--- src/sv/tld_pkg.sv ---
// Package: shared types and constants of the terminal line discipline unit
package tld_pkg;

    localparam int LINE_DEPTH   = 256;
    localparam int COOKED_DEPTH = 512;
    localparam int LINE_AW      = $clog2(LINE_DEPTH);
    localparam int COOKED_AW    = $clog2(COOKED_DEPTH);
    localparam int COOKED_CW    = $clog2(COOKED_DEPTH + 1);
    localparam int QUEUE_DEPTH  = 4;
    localparam int QUEUE_AW     = $clog2(QUEUE_DEPTH);

    localparam logic [2:0] REG_INPUT_MODE = 3'd0;
    localparam logic [2:0] REG_LOCAL_MODE = 3'd1;
    localparam logic [2:0] REG_INTR_CHAR  = 3'd2;
    localparam logic [2:0] REG_ERASE_CHAR = 3'd3;
    localparam logic [2:0] REG_KILL_CHAR  = 3'd4;
    localparam logic [2:0] REG_EOF_CHAR   = 3'd5;

    localparam logic [1:0] KIND_ECHO   = 2'd0;
    localparam logic [1:0] KIND_ERASE  = 2'd1;
    localparam logic [1:0] KIND_STATUS = 2'd2;

    localparam logic [7:0] CH_NL    = 8'h0A;
    localparam logic [7:0] CH_CR    = 8'h0D;
    localparam logic [7:0] CH_BS    = 8'h08;
    localparam logic [7:0] CH_DEL   = 8'h7F;
    localparam logic [7:0] CH_CARET = 8'h5E;
    localparam logic [7:0] CH_QUEST = 8'h3F;
    localparam logic [7:0] CH_FLIP  = 8'h40;

    typedef enum logic [2:0] {
        OP_NONE,
        OP_QUEUE_BYTE,
        OP_INTR,
        OP_ERASE,
        OP_KILL,
        OP_EOF,
        OP_NEWLINE,
        OP_STORE
    } op_t;

    // Classified command from the front end to the back end
    typedef struct packed {
        logic       read;
        op_t        op;
        logic [7:0] ch;
        logic       do_echo;
        logic       caret;
    } cmd_t;

    typedef struct packed {
        logic [1:0] record_kind;
        logic [7:0] byte_value;
        logic [7:0] erase_count;
        logic       read_valid;
        logic       eof_seen;
        logic       readable;
        logic       last;
    } rec_t;

    typedef struct packed {
        logic       action;
        logic [7:0] char_in;
        logic       echo_enable;
    } in_t;

endpackage

--- src/sv/tld_cmd_fifo.sv ---
// Command queue between front end and back end
module tld_cmd_fifo (
    input  logic          clk,
    input  logic          rst_n,
    input  logic          wr_valid,
    output logic          wr_ready,
    input  tld_pkg::cmd_t wr_data,
    output logic          rd_valid,
    input  logic          rd_ready,
    output tld_pkg::cmd_t rd_data
);
    tld_pkg::cmd_t                mem [tld_pkg::QUEUE_DEPTH];
    logic [tld_pkg::QUEUE_AW-1:0] wp_reg, rp_reg;
    logic [tld_pkg::QUEUE_AW:0]   cnt_reg;
    logic                         do_wr, do_rd;

    assign wr_ready = cnt_reg != tld_pkg::QUEUE_AW'(0) + (tld_pkg::QUEUE_AW+1)'(tld_pkg::QUEUE_DEPTH);
    assign rd_valid = cnt_reg != '0;
    assign rd_data  = mem[rp_reg];
    assign do_wr    = wr_valid && wr_ready;
    assign do_rd    = rd_valid && rd_ready;

    always_ff @(posedge clk or negedge rst_n)
    begin
        if (!rst_n)
        begin
            wp_reg  <= '0;
            rp_reg  <= '0;
            cnt_reg <= '0;
        end
        else
        begin
            if (do_wr)
                wp_reg <= wp_reg + 1'b1;
            if (do_rd)
                rp_reg <= rp_reg + 1'b1;
            cnt_reg <= cnt_reg + (tld_pkg::QUEUE_AW+1)'(do_wr)
                               - (tld_pkg::QUEUE_AW+1)'(do_rd);
        end
    end

    always_ff @(posedge clk)
    begin
        if (do_wr)
            mem[wp_reg] <= wr_data;
    end
endmodule

--- config.mk ---
export PLATFORM = sky130hd
export DESIGN_NAME = tld_cmd_fifo
export DESIGN_NICKNAME = d
export VERILOG_FILES = /design/src/sv/tld_pkg.sv /design/src/sv/tld_cmd_fifo.sv
export SDC_FILE = /design/constraint.sdc
export NUM_CORES = 1
export LEC_CHECK = 0
export BUFFER_PORTS_ARGS = -buffer_cell sky130_fd_sc_hd__buf_4
export CAP_MARGIN = 10
export CELL_PAD_IN_SITES_DETAIL_PLACEMENT = 1
export CELL_PAD_IN_SITES_GLOBAL_PLACEMENT = 2
export CORE_MARGIN = 4
export CORE_UTILIZATION = 43
export DETAILED_ROUTE_END_ITERATION = 7
export PLACE_DENSITY = 0.85
export REMOVE_ABC_BUFFERS = 1
export SYNTH_ARGS = -nofsm -noshare
export SYNTH_HDL_FRONTEND = slang
export SYNTH_SLANG_ARGS = --single-unit
--- constraint.sdc ---
create_clock -name clk -period 2.3 [get_ports clk]
set_input_delay 0.46 -clock clk [delete_from_list [all_inputs] [get_ports clk]]
set_output_delay 0.46 -clock clk [all_outputs]
set_load 0.01 [all_outputs]
* Word-level counts from Yosys, hierarchy flattened
Memories as Yosys holds them, arrays and structs flattened.
Cells that the tools add are included.
** Word-level totals
- Output and inout port bits :: 16
- Word-level logic and storage cells :: 14
- Bits of input ports :: 18
- Memories :: 1
- Flip-flop bits (word level) :: 7
- Memory bits (writable) :: 56
** Memory list
- mem :: depth 4, width 14, read ports 1, clocked after Yosys merged registers in 0, write ports 1, RTL line tld_cmd_fifo.sv:12 : tld_pkg::cmd_t mem [tld_pkg::QUEUE_DEPTH];
** Cells by class
- Eq/ne operators :: 1
- Reductions and logical operators :: 3
- Multiplexer cells :: 2
- Add/subtract/negate cells :: 4
** Operators with widths (number)
- $add 2x1->2 const B :: 2
- $add 3x1->3 :: 1
- $ne 3x3->1 const B :: 1
- $reduce_bool 3->1 :: 1
- $sub 3x1->3 :: 1
- $logic_and 1x1->1 :: 2
- $mux 1 :: 2

* Logic depth before layout (Yosys ltp)
- Word-level depth :: 4
- Mapped depth :: 9
- Gate-level depth less buffers :: 9

* Worst setup path after synthesis
No wires, ideal clock.
- Path kind :: flip-flop to flip-flop
- Start :: register cnt_reg[1] (netlist name)
- End :: register cnt_reg[2] (netlist name)
- Arrival :: 1.970 ns
- Data required time :: 2.171 ns
- Clock period less this slack :: 2.099 ns
- Cell stages (with the launch flop) :: 10
- Setup slack :: 0.201 ns
- Setup time :: 0.129 ns
- Path through :: dfrtp_1 > nor3b_2 > nand2b_1 > ha_1 > inv_1 > ha_1 > inv_1 > fa_1 > xnor2_1 > xnor2_1
** Between the ends
- Longest elaborated chain between the ends :: 4
- Elaborated cells on any way between the ends :: 6
** Ends and longest elaborated chain
- start, declared :: RTL line tld_cmd_fifo.sv:14 : logic [tld_pkg::QUEUE_AW:0] cnt_reg;
- start signal, assigned :: RTL line tld_cmd_fifo.sv:37 : cnt_reg <= cnt_reg + (tld_pkg::QUEUE_AW+1)'(do_wr)
- $ne 3x3->1 :: RTL line tld_cmd_fifo.sv:17 : assign wr_ready = cnt_reg != tld_pkg::QUEUE_AW'(0) + (tld_pkg::QUEUE_AW+1)'(tld_pkg::QUEUE_DEPTH);
- $logic_and 1x1->1 :: RTL line tld_cmd_fifo.sv:20 : assign do_wr = wr_valid && wr_ready;
- $add 3x1->3 :: RTL line tld_cmd_fifo.sv:37
- $sub 3x1->3 * :: RTL line tld_cmd_fifo.sv:38 : - (tld_pkg::QUEUE_AW+1)'(do_rd);
Mark *: on every way between the ends. The rest lies on a longest branch, timed or not.
A chain may end at the register's enable or synchronous reset.

==> impl_metrics.py <==
metrics = {
    "run_status": {
        "status": "finished, final reports clean",
    },
    "sta": {
        "period_share": 0.9560,
        "max_freq_mhz": 454.8,
        "hold_ws_ns": 0.3328,
        "final-max-slew-violation-count": 0,
        "rsz0062_at_grt": "false",
        "fin_crit_ns": 2.199,
        "clock_skew_ns": 0.009954,
        "worst_pin_slew_ns": 0.7677,
        "relSlewSlack": 0.4882,
        "hold_viol_final": 0,
        "final-setup-viol-count": 0,
        "setup-tns-final_ns": 0,
    },
    "floorplanning": {
        "initial_core_util": 0.4496,
        "fp.dieH_um": 84.57,
        "coreArea_sq_mm": 0.005608,
        "rows": 27,
        "pin_count": 34,
        "fp.dieW_um": 84.57,
        "die_area_sq_mm": 0.007152,
    },
    "cells_and_area": {
        "diodes": 0,
        "largest_reg_flops": 56,
        "n_fill_cell": 527,
        "nets": 184,
        "area_delta_synth_final_pct": 21.54,
        "instances_no_fill": 236,
        "post_route_cells_drive_above_1_share": 0.3659,
    },
    "setup_path": {
        "cp_max_fo": 15,
        "crit_path_start_kind": "register",
        "cp.arrival_ns": 1.74,
        "end_kind": "output port",
        "required_ns": 1.84,
        "worst-setup-path-type": "register to output port",
    },
    "yosys": {
        "syn-instance-count": 114,
        "synth-seq-area-share": 0.7365,
        "synth-edff-count": 56,
        "synth_ff_type": "edfxtp_1",
        "yosys_warnings": 0,
        "synth.distinct_cells": 21,
        "netlist_area_sq_mm": 0.002521,
        "syn_area_per_cell_sq_um": 22.12,
        "synth-seq-cells": 63,
        "synth-async-reset-ratio": 0.1111,
    },
    "routing": {
        "drtPass1Iterations": 4,
        "vias": 1221,
        "drt-total-wl_mm": 4.721,
        "wl_per_cell_um": 20.00,
        "vias_per_cell": 5.174,
        "drc_errors": 0,
        "drtAntennaViolNets": 0,
        "drt-initial-drc-count": 56,
    },
    "global_routing": {
        "first_global_vias": 1447,
        "grt_max_degree": 17,
        "grtUsageTotal": 0.1459,
        "grt_pass1_wl_mm": 7.596,
        "antenna_found_initial": 0,
        "grt_overflow": 0,
    },
    "clock_tree": {
        "cts_num_sinks": 63,
        "cts_buffers": 9,
        "h-tree-depth": 3,
        "cts_tree": "done",
        "cts_root_buffer": "clkbuf_8",
        "clk_path_buf_depth": 2,
        "clk_latency_ns": 0.32,
        "clk_pin_slew_ns": 0.07,
    },
    "power": {
        "p_seq_frac": 0.440,
        "swShare": 0.2945,
        "p_comb_frac": 0.316,
        "p_per_area_mw_per_mm2": 1278,
        "p_switching_mw": 1.153,
        "leakagePower_nw": 1.128,
        "vdd_drop_max_uv": 482.0,
        "pwr-share-clk": 0.244,
        "internal-power_mw": 2.762,
    },
    "flow_run": {
        "maxCapViolCount": 0,
    },
    "placement": {
        "dp_hpwl_mm": 3.185,
        "placedCellCount": 218,
        "place_congestion": 0.7994,
        "io_buffers": 33,
    },
    "worst_hold_path": {
        "hold_class": "input port to register",
    },
}
-- cells in the final DEF, fill, tap and decap left out --
cell / netlist / layout
and3b_1: 4 / 4
buf_4: 0 / 36
bufinv_16: 0 / 1
clkbuf_1: 0 / 2
clkbuf_8: 0 / 11
clkinv_2: 0 / 1
clkinvlp_4: 0 / 1
dfrtp_1: 7 / 6
dfrtp_2: 0 / 1
dlygate4sd3_1: 0 / 1
edfxtp_1: 56 / 56
fa_1: 1 / 1
ha_1: 6 / 6
inv_1: 6 / 6
mux4_1: 6 / 6
mux4_2: 8 / 8
nand2_1: 1 / 1
nand2b_1: 4 / 4
nand4bb_1: 2 / 2
nor3b_4: 0 / 1
o211ai_1: 2 / 2
o311ai_0: 1 / 1
o31a_1: 1 / 1
or3_1: 1 / 1
xnor2_1: 3 / 3
xor2_1: 1 / 1
-- stage by stage --
stage	area, sq um	util	total power [mW]	setup WS [ns]
final	3064	0.5464	3.915	0.1012
after detailed placement	2838	0.5060	3.007	-0.1116
after CTS	3063	0.5462	3.993	0.05750
after floorplan	2485	-	2.408	0.2011
after global routing	3064	0.5464	4.138	0.008903
after global placement	2838	0.5060	2.901	0.1025
-- worst paths after layout --
| path | start | endpoint | cells after the start | slack, ns |
|---|---|---|---|---|
| worst max-delay path | rp_reg[1]$_DFFE_PN0P_ | rd_data[1] | 2 | 0.10 |
| worst min-delay path | wr_data[2] | mem[1][2]$_DFFE_PP_ | 1 | 0.33 |
| worst max register to register | cnt_reg[2]$_DFF_PN0_ | cnt_reg[2]$_DFF_PN0_ | 9 | 0.16 |
| worst min register to register | cnt_reg[1]$_DFF_PN0_ | cnt_reg[2]$_DFF_PN0_ | 1 | 0.60 |
| max in group asynchronous | rst_n | cnt_reg[1]$_DFF_PN0_ | 2 | 1.68 |
| min in group asynchronous | rst_n | rp_reg[0]$_DFFE_PN0P_ | 2 | 0.49 |
-- cells in the mapped netlist, drive strengths merged, types with 2 or more instances --
library cell / instances / area, sq um
ha: 6 / 75.07
buf: 3 / 36.28
nand2b: 4 / 25.02
dfrtp: 7 / 175.2
nand4bb: 2 / 22.52
and3b: 4 / 35.03
xnor2: 3 / 26.28
mux4: 14 / 337.8
o211ai: 2 / 15.01
inv: 6 / 22.52
edfxtp: 56 / 1682
-- worst max-delay path: stages, from the launching register on --
cell and delay (ns):
dfrtp_1 0.81, mux4_1 0.43, buf_4 0.17
-- routing by layer --
layer	global-route usage	part of all wire	vias up
met5	0	0	-
met2	0.2577	0.54	25
met1	0.1669	0.41	633
met4	0.07338	0.020	0
li1	-	-	556
met3	0.03042	0.033	7
-- cell type report --
cell class	count	area [sq um]	area share
Timing Repair Buffer	37	280.3	0.09147
Clock buffer	13	158.9	0.05186
Clock inverter	3	42.54	0.01388
Sequential cell	63	1858	0.6064
Tap cell	72	90.09	0.02940
Multi-Input combinational cell	42	611.8	0.1997
Inverter	6	22.52	0.007350
-- cells by family (layout without fill, tap and decap cells) --
group	Yosys count	in the layout	share of synthesized area
multiplexers	14	14	0.1340
adder cells (fa/ha/maj)	7	7	0.03772
buffers and inverters	9	59	0.02332
AO/OA/AOI/OAI	4	4	0.01290
flip-flops	63	63	0.7365
XOR/XNOR	4	4	0.01390
AND/OR/NAND/NOR	13	13	0.04168
-- repair_timing --
action	CTS	global route
pin swaps	1	0
gates resized for setup	1	1
endpoints found under the hold margin	7	0
hold buffers	1	0
gates cloned	0	0
buffers inserted	1	0
setup endpoints to repair	1	1
-- power by group through the flow --
stage                     Combinational (mW)  Sequential, mW  Clock, mW
after floorplan                        0.685            1.72          0
after global placement                  1.20            1.70          0
after detailed placement                1.27            1.74          0
after CTS                               1.29            1.72      0.982
after global routing                    1.36            1.75       1.03
final                                   1.24            1.72      0.956
No activity file was read; power rests on OpenSTA's default activity.
