File: src/sv/tld_pkg.sv
// Package: shared types and constants of the terminal line discipline unit
package tld_pkg;

    localparam int LINE_DEPTH   = 256;
    localparam int COOKED_DEPTH = 512;
    localparam int LINE_AW      = $clog2(LINE_DEPTH);
    localparam int COOKED_AW    = $clog2(COOKED_DEPTH);
    localparam int COOKED_CW    = $clog2(COOKED_DEPTH + 1);
    localparam int QUEUE_DEPTH  = 4;
    localparam int QUEUE_AW     = $clog2(QUEUE_DEPTH);

    localparam logic [2:0] REG_INPUT_MODE = 3'd0;
    localparam logic [2:0] REG_LOCAL_MODE = 3'd1;
    localparam logic [2:0] REG_INTR_CHAR  = 3'd2;
    localparam logic [2:0] REG_ERASE_CHAR = 3'd3;
    localparam logic [2:0] REG_KILL_CHAR  = 3'd4;
    localparam logic [2:0] REG_EOF_CHAR   = 3'd5;

    localparam logic [1:0] KIND_ECHO   = 2'd0;
    localparam logic [1:0] KIND_ERASE  = 2'd1;
    localparam logic [1:0] KIND_STATUS = 2'd2;

    localparam logic [7:0] CH_NL    = 8'h0A;
    localparam logic [7:0] CH_CR    = 8'h0D;
    localparam logic [7:0] CH_BS    = 8'h08;
    localparam logic [7:0] CH_DEL   = 8'h7F;
    localparam logic [7:0] CH_CARET = 8'h5E;
    localparam logic [7:0] CH_QUEST = 8'h3F;
    localparam logic [7:0] CH_FLIP  = 8'h40;

    typedef enum logic [2:0] {
        OP_NONE,
        OP_QUEUE_BYTE,
        OP_INTR,
        OP_ERASE,
        OP_KILL,
        OP_EOF,
        OP_NEWLINE,
        OP_STORE
    } op_t;

    // Classified command from the front end to the back end
    typedef struct packed {
        logic       read;
        op_t        op;
        logic [7:0] ch;
        logic       do_echo;
        logic       caret;
    } cmd_t;

    typedef struct packed {
        logic [1:0] record_kind;
        logic [7:0] byte_value;
        logic [7:0] erase_count;
        logic       read_valid;
        logic       eof_seen;
        logic       readable;
        logic       last;
    } rec_t;

    typedef struct packed {
        logic       action;
        logic [7:0] char_in;
        logic       echo_enable;
    } in_t;

endpackage

File: src/sv/tld_if.sv
// Interfaces: valid/ready channels for input items and result records
interface tld_in_if;
    logic          valid;
    logic          ready;
    tld_pkg::in_t  payload;
    modport source (output valid, output payload, input ready);
    modport sink   (input valid, input payload, output ready);
endinterface


File: src/sv/tld_front.sv
// Front end: CR/NL translation and classification of input items
module tld_front (
    input  logic                clk,
    input  logic                rst_n,
    tld_in_if.sink              in_ch,
    input  logic [2:0]          input_mode,
    input  logic [3:0]          local_mode,
    input  logic [7:0]          interrupt_char,
    input  logic [7:0]          erase_char,
    input  logic [7:0]          kill_char,
    input  logic [7:0]          eof_char,
    output logic                cmd_valid,
    output tld_pkg::cmd_t       cmd,
    input  logic                cmd_ready
);
    tld_pkg::cmd_t cmd_reg, cmd_next;
    logic          vld_reg;
    logic [7:0]    c;

    assign in_ch.ready = !vld_reg || cmd_ready;
    assign cmd_valid   = vld_reg;
    assign cmd         = cmd_reg;

    always_comb
    begin
        c = in_ch.payload.char_in;
        cmd_next = '0;
        cmd_next.read    = in_ch.payload.action;
        cmd_next.do_echo = in_ch.payload.echo_enable && local_mode[0];
        cmd_next.caret   = local_mode[1];
        cmd_next.op      = tld_pkg::OP_NONE;
        if (c == tld_pkg::CH_CR && input_mode[1])
            c = tld_pkg::CH_NL;
        else if (c == tld_pkg::CH_NL && input_mode[2])
            c = tld_pkg::CH_CR;
        cmd_next.ch = c;
        if (in_ch.payload.action)
            cmd_next.op = tld_pkg::OP_NONE;
        else if (in_ch.payload.char_in == tld_pkg::CH_CR && input_mode[0])
            cmd_next.op = tld_pkg::OP_NONE;
        else if (local_mode[2] && c == interrupt_char)
            cmd_next.op = tld_pkg::OP_INTR;
        else if (!local_mode[3])
            cmd_next.op = tld_pkg::OP_QUEUE_BYTE;
        else if (c == erase_char || c == tld_pkg::CH_BS)
            cmd_next.op = tld_pkg::OP_ERASE;
        else if (c == kill_char)
            cmd_next.op = tld_pkg::OP_KILL;
        else if (c == eof_char)
            cmd_next.op = tld_pkg::OP_EOF;
        else if (c == tld_pkg::CH_NL)
            cmd_next.op = tld_pkg::OP_NEWLINE;
        else if (c != 8'h00 && !c[7])
            cmd_next.op = tld_pkg::OP_STORE;
    end

    always_ff @(posedge clk or negedge rst_n)
    begin
        if (!rst_n)
            vld_reg <= 1'b0;
        else if (in_ch.ready)
            vld_reg <= in_ch.valid;
    end

    always_ff @(posedge clk)
    begin
        if (in_ch.ready && in_ch.valid)
            cmd_reg <= cmd_next;
    end
endmodule

File: src/flat_wrapper.sv
// flat-port wrapper written by rule: the top's interface ports become plain ports
module tld_front_flat 
  (clk, rst_n, input_mode, local_mode, interrupt_char, erase_char, kill_char, eof_char, cmd_valid, cmd, cmd_ready, in_ch_valid, in_ch_payload, in_ch_ready);
  tld_in_if in_ch_i ();
  input  logic clk;
  input  logic rst_n;
  input  logic [2:0] input_mode;
  input  logic [3:0] local_mode;
  input  logic [7:0] interrupt_char;
  input  logic [7:0] erase_char;
  input  logic [7:0] kill_char;
  input  logic [7:0] eof_char;
  output logic cmd_valid;
  output tld_pkg::cmd_t cmd;
  input  logic cmd_ready;
  input wire logic [$bits(in_ch_i.valid)-1:0] in_ch_valid;
  input wire logic [$bits(in_ch_i.payload)-1:0] in_ch_payload;
  output wire logic [$bits(in_ch_i.ready)-1:0] in_ch_ready;
  assign in_ch_i.valid = in_ch_valid;
  assign in_ch_i.payload = in_ch_payload;
  assign in_ch_ready = in_ch_i.ready;
  tld_front u_core (.clk(clk), .rst_n(rst_n), .in_ch(in_ch_i), .input_mode(input_mode), .local_mode(local_mode), .interrupt_char(interrupt_char), .erase_char(erase_char), .kill_char(kill_char), .eof_char(eof_char), .cmd_valid(cmd_valid), .cmd(cmd), .cmd_ready(cmd_ready));
endmodule
File: config.mk
export PLATFORM = sky130hd
export DESIGN_NAME = tld_front_flat
export DESIGN_NICKNAME = d
export VERILOG_FILES = /design/src/sv/tld_pkg.sv /design/src/sv/tld_if.sv /design/src/sv/tld_front.sv /design/src/flat_wrapper.sv
export SDC_FILE = /design/constraint.sdc
export NUM_CORES = 1
export LEC_CHECK = 0
export BUFFER_PORTS_ARGS = -buffer_cell sky130_fd_sc_hd__buf_4
export CAP_MARGIN = 0
export CORE_ASPECT_RATIO = 0.8
export CORE_MARGIN = 3
export CORE_UTILIZATION = 39
export CTS_CLUSTER_DIAMETER = 200
export DETAILED_ROUTE_END_ITERATION = 10
export PLACE_DENSITY = 0.76
export SLEW_MARGIN = 20
export SYNTH_ARGS = -nofsm -noshare
export SYNTH_HDL_FRONTEND = slang
export SYNTH_SLANG_ARGS = --single-unit
File: constraint.sdc
create_clock -name clk -period 1.1 [get_ports clk]
set_input_delay 0.22 -clock clk [delete_from_list [all_inputs] [get_ports clk]]
set_output_delay 0.22 -clock clk [all_outputs]
set_load 0.005 [all_outputs]
Word-level counts from Yosys, hierarchy flattened --
Cells that the tools add are included.
Cells by class: $add $sub $neg 0, multiply operators 0, div/mod/pow operators 0, order comparisons 0, eq/ne operators 8, shift-type cells 0, multiplexer cells 9, bitwise gates (word level) 1, reduce and logical (&&, ||, !) cells 15
Operators by type and width (number):
- 8-bit by 4-bit equality test with 1-bit output, second input constant | 4
- 8-bit equality test | 4
- 8-bit two-way mux | 2
- 3-bit two-way mux | 4
- 8-bit nonzero test | 1
- 1-bit logical AND | 7
- 2-bit two-way mux | 3
- 5-bit OR reduction | 1
- 3-bit OR reduction | 1
- 1-bit zero test | 2
- 1-bit logical OR | 2
- 2-bit OR reduction | 1
- 1-bit inverter | 1
Word-level totals: bits in registers 15, latch bits 0, RAM bits 0, memory bits (read-only) 0, logic and storage cells 41, memories kept 0

Longest topological paths before layout --
depth after elaboration 13, depth in mapped cells 9

Worst setup path after synthesis --
OpenSTA, ideal clock, no wires.
path type input to register, start in in_ch_payload[5], end reg u_core.cmd_reg, in the netlist u_core.cmd[12] (data pin), library setup time 0.255 ns, arrival time 2.251 ns, required time 0.845 ns, setup slack -1.406 ns, cell stages on the path 9, cells stage by stage buf_4 or4_4 buf_6 o41ai_2 o41ai_4 xnor2_1 and4_4 nand2b_4 and3b_1
On the way: cells in the longest elaborated chain, start to end 10
RTL lines:
- from (decl) | RTL line flat_wrapper.sv:17 | input wire logic [$bits(in_ch_i.payload)-1:0] in_ch_payload;
- 8-bit by 4-bit equality test with 1-bit output | RTL line tld_front.sv:34 | else if (c == tld_pkg::CH_NL && input_mode[2])
- 1-bit logical AND | RTL line tld_front.sv:34
- 8-bit two-way mux | RTL line tld_front.sv:34
- 8-bit two-way mux (*) | RTL line tld_front.sv:32 | if (c == tld_pkg::CH_CR && input_mode[1])
- named net u_core.c[2] | RTL line tld_front.sv:18 | logic [7:0] c;
- 8-bit nonzero test | RTL line tld_front.sv:53 | else if (c != 8'h00 && !c[7])
- 1-bit logical AND | RTL line tld_front.sv:53
- 3-bit two-way mux | RTL line tld_front.sv:53
- 3-bit two-way mux | RTL line tld_front.sv:51 | else if (c == tld_pkg::CH_NL)
- 3-bit two-way mux | RTL line tld_front.sv:49 | else if (c == eof_char)
- 3-bit two-way mux | RTL line tld_front.sv:47 | else if (c == kill_char)
- to (signal assigned) | RTL line tld_front.sv:68 | cmd_reg <= cmd_next;
- to (decl) | RTL line tld_front.sv:16 | tld_pkg::cmd_t cmd_reg, cmd_next;
The timed path passes the listed nets; every way through them passes the cells marked *. A chain may end at the register's enable or synchronous reset.

Worst setup path in the final report --
start in in_ch_payload[5], end reg u_core.cmd_reg, in the netlist u_core.cmd[3] (data pin)
On the way: cells in the longest elaborated chain, start to end 4
RTL lines (RTL line):
- 8-bit by 4-bit equality test with 1-bit output | tld_front.sv:34
- 1-bit logical AND | tld_front.sv:34
- 8-bit two-way mux | tld_front.sv:34
- 8-bit two-way mux (*) | tld_front.sv:32
- named net u_core.c[1] | tld_front.sv:18
Marked as above.

==> flow_summary.ini <==
[timing]
rsz0062_at_grt = yes
setup_viol = 6
hold_viol = 0
skew_ns = 0.00480
fmax_mhz = 446
max-slew-margin-rel_pct = 70.6
setup_tns_ns = -5.45
worst_slack_ns = -1.14
tightestPinTransition_ns = 0.438
drv_slew = 0
period_share_pct = 204
period_needed_ns = 2.24

[layout]
fin_util_pct = 72.4
diodes = 0
final_cell_mix = 83 x buf_4, 17 x xnor2_1, 15 x xor2_1, 14 x edfxtp_1, 11 x buf_6
num-fill-cells = 217
multi_input_area_sq_um = 702
areaGrowthSynthToFinish_pct = 73.4
final_common_cell = buf_4
largest_register_ffs = 14
drive_above_1_share_pct = 57.7
nets = 255
regArea_sq_um = 445

[synthesis]
ys_types = 37
syn-num-nets = 166
yosysSeqAreaShare_pct = 38.0
synth_seq_cells = 15
avgSynthCellArea_sq_um = 10.4
netlist_area_sq_um = 1170
syn-instance-count = 113
synth_warnings = 0

[floorplan]
row_count = 17
die_h_microns = 55.0
dieArea_sq_um = 3700
num_io_pins = 69
die_x_microns = 67.3
start_util_pct = 41.8
core-area_sq_um = 2810

[outcome]
status = finished, violations left
violations = negative setup slack

[clock_tree]
cts_tree = built
clk_latency_ns = 0.24
clock_path_buffers = 2
cts.clk_slew.worst_paths_ns = 0.06
cts.sinks = 15
htree_levels = 1
cts_buffers = 3
root_buffer = clkbuf_8

[detailed_routing]
wl_microns = 3650
wl_per_cell_microns = 15.3
via_per_inst = 5.03
final_antenna_net_count = 0
drt-initial-drc-count = 59
vias = 1201
drc_errors = 0
drt-pass1-iter-count = 4

[global_route]
grt_max_degree = 15
groute.usage.overall_pct = 19.9
grt_pass1_wl_microns = 5350
grt_antenna_before_repair = 0
grt_overflow_total = 0
grt_pass1_vias = 1189

[worst_hold_path]
hold_path.class = input pin to flip-flop

[critical_path]
slowest_delay_ns = 0.60
slowest_stage = or4_4
cp-end-kind = flip-flop
path_class = input pin to flip-flop
crit_chain = buf_6, or4_4, o31a_1, o22ai_4, buf_6, buf_4, buf_6, buf_6, buf_6, buf_6, buf_6, buf_6, inv_2
crit_fanout = 6
crit_path_frequent_cell = buf_6
cp.required_ns = 1.10
arrival_ns = 2.25
crit_path_start_kind = input pin

[power_and_ir_drop]
leakagePower_nw = 0.897
total_power_w = 0.00172
power_density_nw_per_um2 = 844
peakVddDrop_uv = 496

[placed_design]
port-buffer-count = 68
gp_congestion = 0.958
hpwlAfterDp_microns = 2890
pre_cts_slack_ns = -1.34

[job]
maxCapViolCount = 0
-- power by group --
| group | total (W) | switching (W) | internal (W) |
|---|---|---|---|
| combinational | 0.000606 | 0.000248 | 0.000359 |
| clock | 0.000435 | 0.000185 | 0.000250 |
| sequential | 0.000674 | 0.0000100 | 0.000664 |
-- worst paths after layout --
| check | start | depth (start not counted) | to | slack [ns] |
|---|---|---|---|---|
| max | in_ch_payload[5] | 13 | u_core.cmd[3]$_DFFE_PP_ | -1.14 |
| min | local_mode[1] | 1 | u_core.cmd[0]$_DFFE_PP_ | 0.16 |
| max reg2reg | u_core.cmd_valid$_DFFE_PN0N_ | 2 | u_core.cmd[1]$_DFFE_PP_ | 0.11 |
| min reg2reg | u_core.cmd_valid$_DFFE_PN0N_ | 2 | u_core.cmd_valid$_DFFE_PN0N_ | 0.57 |
| max in group asynchronous | rst_n | 2 | u_core.cmd_valid$_DFFE_PN0N_ | 0.73 |
| min in group asynchronous | rst_n | 2 | u_core.cmd_valid$_DFFE_PN0N_ | 0.29 |
-- synthesized netlist by cell type --
cell       n  area, sq um
o41ai_2    1         16.3
o21ai_0    2         10.0
xor2_1    15          131
or4_4      1         11.3
a31o_2     1         8.76
nand3_1    4         20.0
and4_4     1         11.3
o31a_1     2         17.5
nand3b_1   1         7.51
o22ai_2    1         12.5
and4_1     1         8.76
nor4_1     4         25.0
buf_4      1         7.51
nand2_1    3         11.3
nor3_1     5         25.0
buf_2      1         5.00
nand4_1    2         12.5
xnor2_1   17          149
nor2_1     3         11.3
o41ai_4    1         27.5
nor3_2     1         10.0
dfrtp_1    1         25.0
a21oi_4    1         16.3
clkbuf_1   9         33.8
o31ai_1    1         7.51
a31oi_1    2         12.5
edfxtp_1  14          420
a211oi_1   1         7.51
and2_1     2         12.5
buf_6      2         22.5
inv_1      4         15.0
a21oi_1    2         10.0
a41oi_1    1         8.76
nand2b_4   1         13.8
and3_1     1         6.26
and3b_1    1         8.76
nand2b_1   2         12.5
-- worst max-delay path: cells and delay by family --
family	cells	cell delay, ns
buffers and inverters	10	0.87
and+or+nand+nor	1	0.60
AOI/OAI and AO/OA	2	0.55
-- routing by layer --
metal,global-route usage (%),share of wire (%),up-vias
met5,0,0,-
met4,5.72,1.1,0
met3,6.06,8.3,6
met2,37.0,52,70
met1,22.1,39,546
li1,-,-,579
-- per-stage QoR --
step / instances / hold WS [ns] / area [sq um]
floorplan: 113 / -0.0756 / 1210
global placement: 224 / -0.00440 / 1840
detailed placement: 224 / -0.00325 / 1840
CTS: 236 / 0.155 / 1990
global route: 239 / 0.143 / 2030
finish: 239 / 0.156 / 2030
-- what timing repair did --
item                                   in CTS  in global routing
setup buffers                               7                  2
setup endpoints to repair                   7                 21
gates resized for setup                    11                  6
endpoints found under the hold margin       1                  0
cloned                                      0                  1
pin swaps                                   2                  4
hold buffers                                1                  0
-- kinds of logic after synthesis --
family                 synth area share, %
AO/OA/AOI/OAI                         13.2
XOR/XNOR                              23.9
buffers and inverters                 7.15
flip-flops                            38.0
AND/OR/NAND/NOR                       17.7
-- cell type report --
| class | instances | share of cell area [%] |
|---|---|---|
| Multi-Input combinational cell | 82 | 34.5 |
| Sequential cell | 15 | 21.9 |
| Tap cell | 38 | 2.34 |
| Inverter | 4 | 0.738 |
| Clock buffer | 3 | 2.03 |
| Timing Repair Buffer | 96 | 38.2 |
| Clock inverter | 1 | 0.246 |
Note: power is estimated with default switching activity, not from simulation.
